==> src/sv/bbp_pkg.sv <==
`default_nettype none
package bbp_pkg;

    localparam int IDX_W   = 2;
    localparam int GAIN_W  = 12;
    localparam int JOY_W   = 10;
    localparam int POS_W   = 16;
    localparam int ANGLE_W = 14;
    localparam int INT_W   = 15;
    localparam int OP_A_W  = 17;
    localparam int PROD_W  = OP_A_W + GAIN_W + 1;
    localparam int ACC_W   = 32;

    // Fixed-point constants with 8 fraction bits; POS_LIMIT is Q8.8.
    localparam logic signed [JOY_W-1:0]   DEADBAND    = 10'sd12;
    localparam logic signed [POS_W-1:0]   POS_LIMIT   = 16'sd14080;
    localparam logic signed [INT_W-1:0]   INT_LIMIT   = 15'sd12800;
    localparam logic signed [ANGLE_W-1:0] ANGLE_LIMIT = 14'sd6400;
    localparam logic [GAIN_W-1:0]         K35         = 12'd90;
    localparam logic [GAIN_W-1:0]         K98         = 12'd251;
    localparam logic signed [ACC_W-1:0]   ROUND_HALF  = 32'sd128;

    typedef enum logic [3:0] {
        ST_IDLE,
        ST_PREP,
        ST_MUL_P,
        ST_MUL_I,
        ST_MUL_D,
        ST_ACC_D,
        ST_ANGLE,
        ST_SINE,
        ST_SINE_ACC,
        ST_VEL,
        ST_DAMP,
        ST_DAMP_ACC,
        ST_UPDATE,
        ST_FINISH
    } state_t;

    typedef enum logic [1:0] {
        ACC_HOLD,
        ACC_LOAD,
        ACC_ADD
    } acc_op_t;

    typedef enum logic [IDX_W-1:0] {
        REG_KP = 2'd0,
        REG_KI = 2'd1,
        REG_KD = 2'd2
    } cfg_reg_t;

    typedef struct packed {
        logic signed [OP_A_W-1:0] op_a;
        logic [GAIN_W-1:0]        op_b;
        acc_op_t                  acc_op;
    } mac_req_t;

    // sin(k * 0.5 degrees) in Q0.8, k = 0..63.
    function automatic logic [7:0] sine_rom(input logic [5:0] idx);
        logic [7:0] v;
        case (idx)
            6'd0:  v = 8'd0;   6'd1:  v = 8'd2;   6'd2:  v = 8'd4;   6'd3:  v = 8'd7;
            6'd4:  v = 8'd9;   6'd5:  v = 8'd11;  6'd6:  v = 8'd13;  6'd7:  v = 8'd16;
            6'd8:  v = 8'd18;  6'd9:  v = 8'd20;  6'd10: v = 8'd22;  6'd11: v = 8'd25;
            6'd12: v = 8'd27;  6'd13: v = 8'd29;  6'd14: v = 8'd31;  6'd15: v = 8'd33;
            6'd16: v = 8'd36;  6'd17: v = 8'd38;  6'd18: v = 8'd40;  6'd19: v = 8'd42;
            6'd20: v = 8'd44;  6'd21: v = 8'd47;  6'd22: v = 8'd49;  6'd23: v = 8'd51;
            6'd24: v = 8'd53;  6'd25: v = 8'd55;  6'd26: v = 8'd58;  6'd27: v = 8'd60;
            6'd28: v = 8'd62;  6'd29: v = 8'd64;  6'd30: v = 8'd66;  6'd31: v = 8'd68;
            6'd32: v = 8'd71;  6'd33: v = 8'd73;  6'd34: v = 8'd75;  6'd35: v = 8'd77;
            6'd36: v = 8'd79;  6'd37: v = 8'd81;  6'd38: v = 8'd83;  6'd39: v = 8'd85;
            6'd40: v = 8'd88;  6'd41: v = 8'd90;  6'd42: v = 8'd92;  6'd43: v = 8'd94;
            6'd44: v = 8'd96;  6'd45: v = 8'd98;  6'd46: v = 8'd100; 6'd47: v = 8'd102;
            6'd48: v = 8'd104; 6'd49: v = 8'd106; 6'd50: v = 8'd108; 6'd51: v = 8'd110;
            6'd52: v = 8'd112; 6'd53: v = 8'd114; 6'd54: v = 8'd116; 6'd55: v = 8'd118;
            6'd56: v = 8'd120; 6'd57: v = 8'd122; 6'd58: v = 8'd124; 6'd59: v = 8'd126;
            6'd60: v = 8'd128; 6'd61: v = 8'd130; 6'd62: v = 8'd132; 6'd63: v = 8'd134;
            default: v = 8'd0;
        endcase
        return v;
    endfunction

endpackage
`default_nettype wire

==> src/sv/bbp_mac.sv <==
`default_nettype none
module bbp_mac (
    input  wire logic                              aclk,
    input  wire bbp_pkg::mac_req_t                 req,
    output logic signed [bbp_pkg::ACC_W-1:0]       acc
);
    import bbp_pkg::*;

    logic signed [PROD_W-1:0] prod_reg;
    logic signed [ACC_W-1:0]  acc_reg;

    // The product is registered; the accumulator folds it in on the next cycle.
    always_ff @(posedge aclk) begin
        prod_reg <= req.op_a * $signed({1'b0, req.op_b});
        case (req.acc_op)
            ACC_LOAD: acc_reg <= ACC_W'(prod_reg);
            ACC_ADD:  acc_reg <= acc_reg + ACC_W'(prod_reg);
            default:  acc_reg <= acc_reg;
        endcase
    end

    assign acc = acc_reg;

endmodule
`default_nettype wire

==> src/sv/ball_beam_pid_plant_step_top.sv <==
// A tick inside the deadband runs the full sequence of states; a held tick or a restart goes
// from PREP straight to FINISH. A new item is taken only in IDLE, after the last result is
// loaded into the output register, which waits on m_tready. The sequence length is set by
// the single multiply-accumulate unit that the sequencer steps through five products.
// Reset (aresetn low, synchronous) clears the gains, the ball state and the result valid.
`default_nettype none
module ball_beam_pid_plant_step_top (
    input  wire logic                          aclk,
    input  wire logic                          aresetn,
    input  wire logic                          s_tvalid,
    output logic                               s_tready,
    input  wire logic [15:0]                   s_tdata,   // [9:0] joystick_x
    input  wire logic [0:0]                    s_tuser,   // [0] op
    output logic                               m_tvalid,
    input  wire logic                          m_tready,
    output logic [31:0]                        m_tdata,   // [13:0] beam_angle, [29:14] ball_position
    output logic [0:0]                         m_tuser,   // [0] released
    input  wire logic                          cfg_valid,
    output logic                               cfg_ready,
    input  wire logic [bbp_pkg::IDX_W-1:0]     cfg_index,
    input  wire logic [bbp_pkg::GAIN_W-1:0]    cfg_wdata
);
    import bbp_pkg::*;

    state_t state_reg, state_next;

    logic [GAIN_W-1:0] kp_reg, ki_reg, kd_reg;
    logic              op_reg;
    logic signed [JOY_W-1:0]   joy_reg;
    logic signed [POS_W-1:0]   ball_pos_reg;
    logic signed [POS_W-1:0]   ball_vel_reg;
    logic signed [INT_W-1:0]   integral_reg;
    logic signed [INT_W-1:0]   last_err_reg;
    logic signed [POS_W-1:0]   deriv_reg;
    logic signed [ANGLE_W-1:0] angle_reg;
    logic signed [OP_A_W-1:0]  vel_reg;
    logic                      rel_reg;

    logic                      m_valid_reg;
    logic signed [ANGLE_W-1:0] m_angle_reg;
    logic signed [POS_W-1:0]   m_pos_reg;
    logic                      m_rel_reg;

    mac_req_t                req;
    logic signed [ACC_W-1:0] acc;
    logic                    out_free;
    logic                    in_xfer;

    bbp_mac u_mac (
        .aclk (aclk),
        .req  (req),
        .acc  (acc)
    );

    assign in_xfer  = s_tvalid && s_tready;
    assign out_free = !m_valid_reg || m_tready;

    // ---------------- datapath arithmetic ----------------
    logic                      held;
    logic signed [17:0]        hold_sum;
    logic signed [POS_W-1:0]   hold_pos;
    logic signed [POS_W-1:0]   rel_pos;
    logic signed [POS_W-1:0]   neg_pos;
    logic signed [INT_W-1:0]   err;
    logic signed [POS_W-1:0]   int_sum;
    logic signed [INT_W-1:0]   int_new;
    logic signed [POS_W-1:0]   deriv;
    logic signed [ACC_W-1:0]   acc_rnd;
    logic signed [23:0]        acc_scaled;
    logic signed [ANGLE_W-1:0] angle_clamped;
    logic [ANGLE_W-2:0]        angle_mag;
    logic [ANGLE_W-1:0]        idx_sum;
    logic [5:0]                sine_idx;
    logic [7:0]                sine_mag;
    logic signed [8:0]         sine_val;
    logic signed [OP_A_W-1:0]  vel_sum;
    logic signed [POS_W-1:0]   damp_vel;
    logic signed [OP_A_W-1:0]  pos_sum;
    logic signed [POS_W-1:0]   pos_new;

    always_comb begin
        held = (joy_reg > DEADBAND) || (joy_reg < -DEADBAND);

        // Dragged ball: moves by three times the joystick reading, clamped to the beam.
        hold_sum = 18'(ball_pos_reg) + 18'(joy_reg) + (18'(joy_reg) <<< 1);
        if (hold_sum > 18'(POS_LIMIT)) begin
            hold_pos = POS_LIMIT;
        end else if (hold_sum < -18'(POS_LIMIT)) begin
            hold_pos = -POS_LIMIT;
        end else begin
            hold_pos = hold_sum[POS_W-1:0];
        end

        if (ball_pos_reg > POS_LIMIT) begin
            rel_pos = POS_LIMIT;
        end else if (ball_pos_reg < -POS_LIMIT) begin
            rel_pos = -POS_LIMIT;
        end else begin
            rel_pos = ball_pos_reg;
        end
        neg_pos = -rel_pos;
        err     = neg_pos[INT_W-1:0];

        int_sum = POS_W'(integral_reg) + POS_W'(err);
        if (int_sum > POS_W'(INT_LIMIT)) begin
            int_new = INT_LIMIT;
        end else if (int_sum < -POS_W'(INT_LIMIT)) begin
            int_new = -INT_LIMIT;
        end else begin
            int_new = int_sum[INT_W-1:0];
        end
        deriv = POS_W'(err) - POS_W'(last_err_reg);

        // Rescale rounds half up; an arithmetic shift gives exactly that.
        acc_rnd    = acc + ROUND_HALF;
        acc_scaled = acc_rnd[ACC_W-1:8];

        if (acc_scaled > 24'(ANGLE_LIMIT)) begin
            angle_clamped = ANGLE_LIMIT;
        end else if (acc_scaled < -24'(ANGLE_LIMIT)) begin
            angle_clamped = -ANGLE_LIMIT;
        end else begin
            angle_clamped = acc_scaled[ANGLE_W-1:0];
        end

        angle_mag = angle_reg[ANGLE_W-1] ? (ANGLE_W-1)'(-angle_reg) : (ANGLE_W-1)'(angle_reg);
        idx_sum   = {1'b0, angle_mag} + ANGLE_W'(64);
        sine_idx  = (idx_sum[ANGLE_W-1:7] > 7'd63) ? 6'd63 : idx_sum[12:7];
        sine_mag  = sine_rom(sine_idx);
        sine_val  = angle_reg[ANGLE_W-1] ? -$signed({1'b0, sine_mag})
                                         : $signed({1'b0, sine_mag});

        vel_sum = OP_A_W'(ball_vel_reg) + acc_scaled[OP_A_W-1:0];

        if (acc_scaled > 24'sd32767) begin
            damp_vel = 16'sh7FFF;
        end else if (acc_scaled < -24'sd32768) begin
            damp_vel = 16'sh8000;
        end else begin
            damp_vel = acc_scaled[POS_W-1:0];
        end

        pos_sum = OP_A_W'(ball_pos_reg) + OP_A_W'(damp_vel);
        if (pos_sum > 17'sd32767) begin
            pos_new = 16'sh7FFF;
        end else if (pos_sum < -17'sd32768) begin
            pos_new = 16'sh8000;
        end else begin
            pos_new = pos_sum[POS_W-1:0];
        end
    end

    // ---------------- sequencer ----------------
    always_comb begin
        state_next = state_reg;
        case (state_reg)
            ST_IDLE:     if (in_xfer) state_next = ST_PREP;
            ST_PREP:     state_next = (op_reg || held) ? ST_FINISH : ST_MUL_P;
            ST_MUL_P:    state_next = ST_MUL_I;
            ST_MUL_I:    state_next = ST_MUL_D;
            ST_MUL_D:    state_next = ST_ACC_D;
            ST_ACC_D:    state_next = ST_ANGLE;
            ST_ANGLE:    state_next = ST_SINE;
            ST_SINE:     state_next = ST_SINE_ACC;
            ST_SINE_ACC: state_next = ST_VEL;
            ST_VEL:      state_next = ST_DAMP;
            ST_DAMP:     state_next = ST_DAMP_ACC;
            ST_DAMP_ACC: state_next = ST_UPDATE;
            ST_UPDATE:   state_next = ST_FINISH;
            ST_FINISH:   if (out_free) state_next = ST_IDLE;
            default:     state_next = ST_IDLE;
        endcase
    end

    always_comb begin
        s_tready   = (state_reg == ST_IDLE);
        req.op_a   = '0;
        req.op_b   = '0;
        req.acc_op = ACC_HOLD;
        case (state_reg)
            ST_MUL_P: begin
                req.op_a = OP_A_W'(last_err_reg);
                req.op_b = kp_reg;
            end
            ST_MUL_I: begin
                req.op_a   = OP_A_W'(integral_reg);
                req.op_b   = ki_reg;
                req.acc_op = ACC_LOAD;
            end
            ST_MUL_D: begin
                req.op_a   = OP_A_W'(deriv_reg);
                req.op_b   = kd_reg;
                req.acc_op = ACC_ADD;
            end
            ST_ACC_D: req.acc_op = ACC_ADD;
            ST_SINE: begin
                req.op_a = OP_A_W'(sine_val);
                req.op_b = K35;
            end
            ST_SINE_ACC: req.acc_op = ACC_LOAD;
            ST_DAMP: begin
                req.op_a = vel_reg;
                req.op_b = K98;
            end
            ST_DAMP_ACC: req.acc_op = ACC_LOAD;
            default: req.acc_op = ACC_HOLD;
        endcase
    end

    // ---------------- registers ----------------
    always_ff @(posedge aclk) begin
        if (!aresetn) begin
            state_reg    <= ST_IDLE;
            kp_reg       <= '0;
            ki_reg       <= '0;
            kd_reg       <= '0;
            ball_pos_reg <= '0;
            ball_vel_reg <= '0;
            integral_reg <= '0;
            last_err_reg <= '0;
            m_valid_reg  <= 1'b0;
        end else begin
            state_reg <= state_next;

            if (cfg_valid) begin
                case (cfg_reg_t'(cfg_index))
                    REG_KP:  kp_reg <= cfg_wdata;
                    REG_KI:  ki_reg <= cfg_wdata;
                    REG_KD:  kd_reg <= cfg_wdata;
                    default: kp_reg <= kp_reg;
                endcase
            end

            case (state_reg)
                ST_PREP: begin
                    if (op_reg) begin
                        ball_pos_reg <= '0;
                        ball_vel_reg <= '0;
                        integral_reg <= '0;
                        last_err_reg <= '0;
                    end else if (held) begin
                        ball_pos_reg <= hold_pos;
                        ball_vel_reg <= '0;
                        integral_reg <= '0;
                        last_err_reg <= '0;
                    end else begin
                        ball_pos_reg <= rel_pos;
                        integral_reg <= int_new;
                        last_err_reg <= err;
                    end
                end
                ST_UPDATE: begin
                    ball_vel_reg <= damp_vel;
                    ball_pos_reg <= pos_new;
                end
                default: ball_pos_reg <= ball_pos_reg;
            endcase

            if (m_valid_reg && m_tready) begin
                m_valid_reg <= 1'b0;
            end
            if (state_reg == ST_FINISH && out_free) begin
                m_valid_reg <= 1'b1;
            end
        end
    end

    // Payload registers.
    always_ff @(posedge aclk) begin
        if (in_xfer) begin
            op_reg  <= s_tuser[0];
            joy_reg <= $signed(s_tdata[JOY_W-1:0]);
        end
        case (state_reg)
            ST_PREP: begin
                deriv_reg <= deriv;
                angle_reg <= '0;
                rel_reg   <= !op_reg && !held;
            end
            ST_ANGLE: angle_reg <= angle_clamped;
            ST_VEL:   vel_reg   <= vel_sum;
            default:  deriv_reg <= deriv_reg;
        endcase
        if (state_reg == ST_FINISH && out_free) begin
            m_angle_reg <= angle_reg;
            m_pos_reg   <= ball_pos_reg;
            m_rel_reg   <= rel_reg;
        end
    end

    assign cfg_ready = 1'b1;
    assign m_tvalid  = m_valid_reg;
    assign m_tdata   = {2'b00, m_pos_reg, m_angle_reg};
    assign m_tuser   = m_rel_reg;

    // ---------------- assertions ----------------
    a_held_angle_zero: assert property (@(posedge aclk) disable iff (!aresetn)
        m_valid_reg && !m_rel_reg |-> m_angle_reg == '0)
        else $error("held or restart result carries a nonzero beam angle");

    a_angle_range: assert property (@(posedge aclk) disable iff (!aresetn)
        m_valid_reg |-> (m_angle_reg <= ANGLE_LIMIT) && (m_angle_reg >= -ANGLE_LIMIT))
        else $error("beam angle outside the clamp");

    a_integral_range: assert property (@(posedge aclk) disable iff (!aresetn)
        (integral_reg <= INT_LIMIT) && (integral_reg >= -INT_LIMIT))
        else $error("integral outside the clamp");

    a_pos_clamped: assert property (@(posedge aclk) disable iff (!aresetn)
        state_reg == ST_MUL_P |-> (ball_pos_reg <= POS_LIMIT) && (ball_pos_reg >= -POS_LIMIT))
        else $error("ball position not clamped before the controller runs");

    a_busy_after_accept: assert property (@(posedge aclk) disable iff (!aresetn)
        in_xfer |=> !s_tready && !$stable(state_reg))
        else $error("input taken while the sequencer is busy");

endmodule
`default_nettype wire

==> config.mk <==
export PLATFORM = sky130hd
export DESIGN_NAME = ball_beam_pid_plant_step_top
export DESIGN_NICKNAME = d
export VERILOG_FILES = /design/src/sv/bbp_pkg.sv /design/src/sv/bbp_mac.sv /design/src/sv/ball_beam_pid_plant_step_top.sv
export SDC_FILE = /design/constraint.sdc
export NUM_CORES = 1
export LEC_CHECK = 0
export ABC_AREA = 1
export BUFFER_PORTS_ARGS = -buffer_cell sky130_fd_sc_hd__buf_2
export CORE_MARGIN = 2
export CORE_UTILIZATION = 45
export DETAILED_ROUTE_END_ITERATION = 8
export SLEW_MARGIN = 5
export SYNTH_ARGS = -nofsm -noshare
export SYNTH_HDL_FRONTEND = slang
export SYNTH_HIERARCHICAL = 1
export SYNTH_SLANG_ARGS = --single-unit
==> constraint.sdc <==
create_clock -name aclk -period 8.2 [get_ports aclk]
set_clock_uncertainty 0.1 [all_clocks]
set_input_delay 2.05 -clock aclk [delete_from_list [all_inputs] [get_ports aclk]]
set_output_delay 2.05 -clock aclk [all_outputs]
set_load 0.02 [all_outputs]
==> results.cfg, run 1 <==
[status]
status = complete, but fails checks
violations = DRC

[cts]
cts_root_buffer = clkbuf_16
htreeDepth = 1
ctsHoldBuffers = 0
ctsLongestPathBuffers = 3
numClockSinks = 255
numCtsBuffers = 31
clk_pin_slew_ns = 0.06
cts_tree = yes
clkLatencyLatePin_ns = 0.61

[global_routing]
grt_overflow = 0
antenna_found_initial = 0
grt_pass1_vias = 22200
grt_pass1_wl_mm = 120
grt_max_degree = 58
grt_usage = 0.242

[worst_setup_path]
crit_top_cell = nand2_1
reg2reg_from = angle_reg[1]
cp_top_family = adder cells
worstPathRequired_ns = 8.60
crit_arrival_ns = 8.19
end_kind = flop
reg2regPathDepth = 48
slowest_stage = fa_1
max_stage_delay_ns = 0.57
path_max_fanout = 9
r2r_slack_ns = 0.41
critical_path_buf_inv_count = 12
rr_endpoint = u_mac/prod_reg[22]
startpoint_type = flop
worstSetupPathType = flop to flop

[timing]
setup_viol = 0
fin_ws_ns = 0.414
post-route-period-util = 0.950
final_hold_viol_count = 0
setup_tns_ns = 0
slew_headroom = 0.239
clock.fmax_ghz = 0.128
rsz0062_at_grt = yes
finalCriticalPeriod_ns = 7.79
tightest_slew_ns = 1.13
drv_slew = 0

[routing]
first_pass_iters = 9
drtAntennaViolNets = 0
vias_per_cell = 5.11
routedWlPerCell_um = 16.3
routed_wl_mm = 75.7
vias = 23700
drc_errors = 6
drt_iter0_markers = 1672

[synthesis]
async_flop_share = 0
seq_area_frac_synth = 0.235
synth_flop_cell = dfxtp_1
synth_xor_area_frac = 0.0422
ys_seq_elements = 255
synth.area.top_cells = fa_1, edfxtp_1, nand2_1
synth_compound_area_frac = 0.102
syn_avg_cell_area_um2 = 7.26
synth_mux_area_frac = 0
synth_fa_ha_area_frac = 0.247
synth_area_um2 = 26900
yosysTopAreaCell = fa_1
synth_top_family_by_area = simple AND/OR/NAND/NOR gates
ys_warn_count = 6
synth-edff-count = 122
yosys.area.top_type_share = 0.151
synth_cell_type_count = 66
yosys.area_share.simple = 0.249
synth_cells = 3713

[finish]
multi_input_area_um2 = 17700
n_antenna_cell = 0
seqCellArea_um2 = 6330
drive_above_1_share = 0.111
n_fill_cell = 5868
final_util = 0.515
final_nets = 4278
area_growth_pct = 13.0
largest_reg_flops = 32

[floorplanning]
coreArea_um2 = 59100
die_area_um2 = 61800
fp.dieW_um = 249
start_util = 0.456
die_y_um = 249
ios = 72
std_cell_rows = 89

[power_and_ir_drop]
ir_drop_v = 0.000283
p_leak_nw = 15.6
power_density_nw_per_um2 = 343

[worst_hold_path]
min_path_cells = 0
whs_endpoint = m_tuser
hold_path_class = flop to flop
min-delay-start = rel_reg

[place]
dp_hpwl_mm = 59.5
gp_congestion = 0.964
place_ws_ns = 0.0575
portBuffers = 62

[flow_run]
drv_cap = 0
-- where the power goes --
group	switching (W)	internal (W)
logic	0.00457	0.00230
registers	0.000281	0.00181
clock network	0.000605	0.000872
total	0.00546	0.00498
-- cells by family after synthesis --
logic type	after synthesis
other	2
DFF	255
xor gates and xnor gates	129
adders and majority gates	409
buffers and inverters	885
and+or+nand+nor	1561
AOI/OAI and AO/OA	472
-- cells in the mapped netlist, types with 15 or more instances --
cell      count
nor2_2       15
inv_1       771
nor2_1      250
nor3_1       36
edfxtp_1    122
a221oi_1     16
o21ai_0     115
o211ai_1     17
dfxtp_1     133
nand2_2      27
nand2_1     968
fa_1        203
clkbuf_1     81
nand3_1     152
a21oi_1     220
ha_1        206
nand4_1      44
xnor2_1      35
xor2_1       93
-- cells in the final DEF, fill, tap and decap left out, drive strengths merged, types with 3 or more instances in the layout --
| master | n |
|---|---|
| nor2 | 270 |
| clkbuf | 44 |
| conb | 3 |
| ha | 206 |
| bufinv | 4 |
| nand3 | 164 |
| a221oi | 16 |
| clkinv | 11 |
| a21oi | 223 |
| nand2 | 1000 |
| nor4 | 10 |
| o21bai | 13 |
| nand3b | 14 |
| a21o | 12 |
| o21ai | 132 |
| a22o | 14 |
| o211ai | 17 |
| nand4 | 46 |
| o2111ai | 10 |
| o221ai | 9 |
| edfxtp | 122 |
| nor3 | 46 |
| or2 | 7 |
| fa | 203 |
| xor2 | 94 |
| o21a | 6 |
| inv | 787 |
| dfxtp | 133 |
| xnor2 | 35 |
| buf | 181 |
| o31ai | 7 |
| a31oi | 3 |
-- worst reg2reg max path: cells and delay by family (launching register included) --
family | cells | cell delay, ns
buffers and inverters | 12 | 1.13
flip-flops | 1 | 0.42
AND/OR/NAND/NOR | 26 | 2.47
adder cells (fa/ha/maj) | 7 | 3.13
AO/OA/AOI/OAI | 3 | 0.45
-- how the worst max path moves through the flow --
| stage | start | slack [ns] | to | cells after the start |
|---|---|---|---|---|
| after global routing | angle_reg[2] | -0.07 | u_mac/prod_reg[29] | 49 |
| after detailed placement | angle_reg[6] | 0.06 | u_mac/prod_reg[28] | 43 |
| after floorplan | angle_reg[4] | 0.45 | u_mac/prod_reg[29] | 45 |
| after global placement | angle_reg[2] | 0.15 | u_mac/prod_reg[25] | 46 |
| after CTS | angle_reg[6] | 0.02 | u_mac/prod_reg[28] | 43 |
| final | angle_reg[1] | 0.41 | u_mac/prod_reg[22] | 48 |
-- metrics by stage --
step / hold WS [ns] / total power (W) / cell area, um^2 / instances
2_1_floorplan: 0.300 / 0.00687 / 26900 / 3714
3_3_place_gp: 0.337 / 0.00868 / 28600 / 4544
3_5_place_dp: 0.321 / 0.00871 / 28600 / 4544
4_1_cts: 0.336 / 0.0102 / 29700 / 4602
5_1_grt: 0.342 / 0.0114 / 30400 / 4631
6_report: 0.335 / 0.0104 / 30400 / 4631
-- per-layer routing --
layer,part of all wire,GRT usage
met1,0.48,0.362
met2,0.44,0.378
met3,0.060,0.0260
met4,0.019,0.0469
met5,0,0
-- timing repair --
action,CTS,global route
endpoints found under the setup margin,0,21
buffers inserted,0,27
resized for setup,0,115
-- cell type report --
cell class	instances	area share
Clock buffer	42	0.0285
Clock inverter	16	0.00687
Sequential cell	255	0.208
Tap cell	773	0.0318
Inverter	788	0.0975
Multi-Input combinational cell	2574	0.582
Timing Repair Buffer	183	0.0452
(Power assumes the default switching activity.)
==> run 2, diff against run 1 <==
CTS_BUF_LIST = sky130_fd_sc_hd__clkbuf_4 sky130_fd_sc_hd__clkbuf_8   (was default)
==> run 2 against run 1 <==
- critical endpoint unchanged
- die area is the same
- the flow still finishes with violations (DRC)
- largest power group unchanged
- routed wire length increased by 0.46%
- largest cell class unchanged
- critical path depth up 1
==> results.cfg, run 2 (synthesis gave the netlist of run 1 again) <==
[status]
status = complete, but fails checks
violations = DRC

[finish]
final_common_cell = nand2_1
final_nets = 4304
largest_reg_flops = 32
n_fill_cell = 5843
area_growth_pct = 13.9
fin_cells = 4674
drive_above_1_share = 0.125
layout_common_cells = nand2_1, inv_1, nor2_1

[timing]
post-route-period-util = 0.953
drv_slew = 0
rsz0062_at_grt = yes
final_hold_viol_count = 0
tightest_slew_ns = 1.13
finalCriticalPeriod_ns = 7.81
setup_viol = 0
clock.fmax_ghz = 0.128
slew_headroom = 0.241

[floorplanning]
start_util = 0.456
fp.dieW_um = 249
die_area_um2 = 61800
die_y_um = 249
ios = 72
std_cell_rows = 89
coreArea_um2 = 59100

[worst_setup_path]
crit_arrival_ns = 8.21
startpoint = angle_reg[1]
startpoint_type = flop
path_max_fanout = 12
crit_top_cell = nand2_1
worstPathRequired_ns = 8.60
slowest_stage = fa_1
reg2reg_from = angle_reg[1]
end_kind = flop
max_stage_delay_ns = 0.54
worstSetupPathType = flop to flop

[global_routing]
grt_pass1_vias = 22400
grt_max_degree = 58
grt.met1_usage = 0.361
grt_pass1_wl_mm = 121
grt_use_met2 = 0.375
grt_usage = 0.244
antenna_found_initial = 1
grt_overflow = 0
use_met3 = 0.0342
top_usage_layer = met2

[worst_hold_path]
min-delay-start = rel_reg
hold_path_class = flop to flop

[power_and_ir_drop]
power_w = 0.0105
p_leak_nw = 15.7
power_density_nw_per_um2 = 343
ir_drop_v = 0.000277

[routing]
vias = 23800
drc_errors = 6
routed_wl_mm = 76.0
drt_iter0_markers = 1653
routedWlPerCell_um = 16.3
vias_per_cell = 5.10
drtAntennaViolNets = 0
first_pass_iters = 9

[cts]
clk_pin_slew_ns = 0.06
ctsLongestPathBuffers = 3
ctsHoldBuffers = 0
numCtsBuffers = 50
clkLatencyLatePin_ns = 0.67
cts_tree = yes
htreeDepth = 2
numClockSinks = 255
cts_root_buffer = clkbuf_8

[place]
dp_cells = 4544
dp_hpwl_mm = 59.5
gp_congestion = 0.964
portBuffers = 62

[flow_run]
drv_cap = 0
[run 2: metal layers]
layer	wire length, um	vias up
li1	-	11900
met3	4960	92
met4	1580	0
met5	0	-
met2	33000	703
met1	36400	11100
[run 2: per-stage QoR]
step	worst slack, ns	util	instance area (um^2)	hold slack [ns]	setup TNS [ns]
after detailed placement	0.0575	0.484	28600	0.321	0
after global routing	-0.0860	0.519	30700	0.340	-0.542
after floorplan	0.446	-	26900	0.300	0
after global placement	0.155	0.484	28600	0.337	0
final	0.386	0.519	30700	0.333	0
after CTS	0.0362	0.504	29800	0.338	0
[run 2: timing repair]
action,in CTS,in global routing
gates resized for setup,5,134
setup buffers,1,33
endpoints found under the setup margin,4,21
cloned,0,2
pin swaps,0,44
[run 2: layout make-up]
class	instances	area, um^2	area share
diodes	1	2.50	0.0000816
inverters	788	2970	0.0967
well taps	773	967	0.0315
clock inverters	30	354	0.0115
multi-input cells	2574	17800	0.581
repair buffers	190	1440	0.0468
clock buffers	63	817	0.0266
flip-flops and latches	255	6330	0.206
[run 2: path summary, 6_finish.rpt]
check	to	slack [ns]	cells past startpoint
hold reg to reg	m_tuser	0.33	0
setup reg to reg	u_mac/prod_reg[22]	0.39	49
hold / removal	m_tuser	0.33	0
setup / recovery	u_mac/prod_reg[22]	0.39	49
[run 2: power breakdown]
part           internal, W  total [W]  leakage (nW)  switching, W
Clock             0.000888    0.00154         0.609      0.000648
Combinational      0.00231    0.00688          12.9       0.00458
Sequential         0.00181    0.00209          2.22      0.000282
[run 2: critical path, delay by kind of cell (launching register included)]
| family | cells | cell delay [ns] |
|---|---|---|
| compound gates | 3 | 0.44 |
| fa+ha+maj | 7 | 3.05 |
| buf+inv | 12 | 1.20 |
| flops | 1 | 0.45 |
| simple gates | 27 | 2.42 |
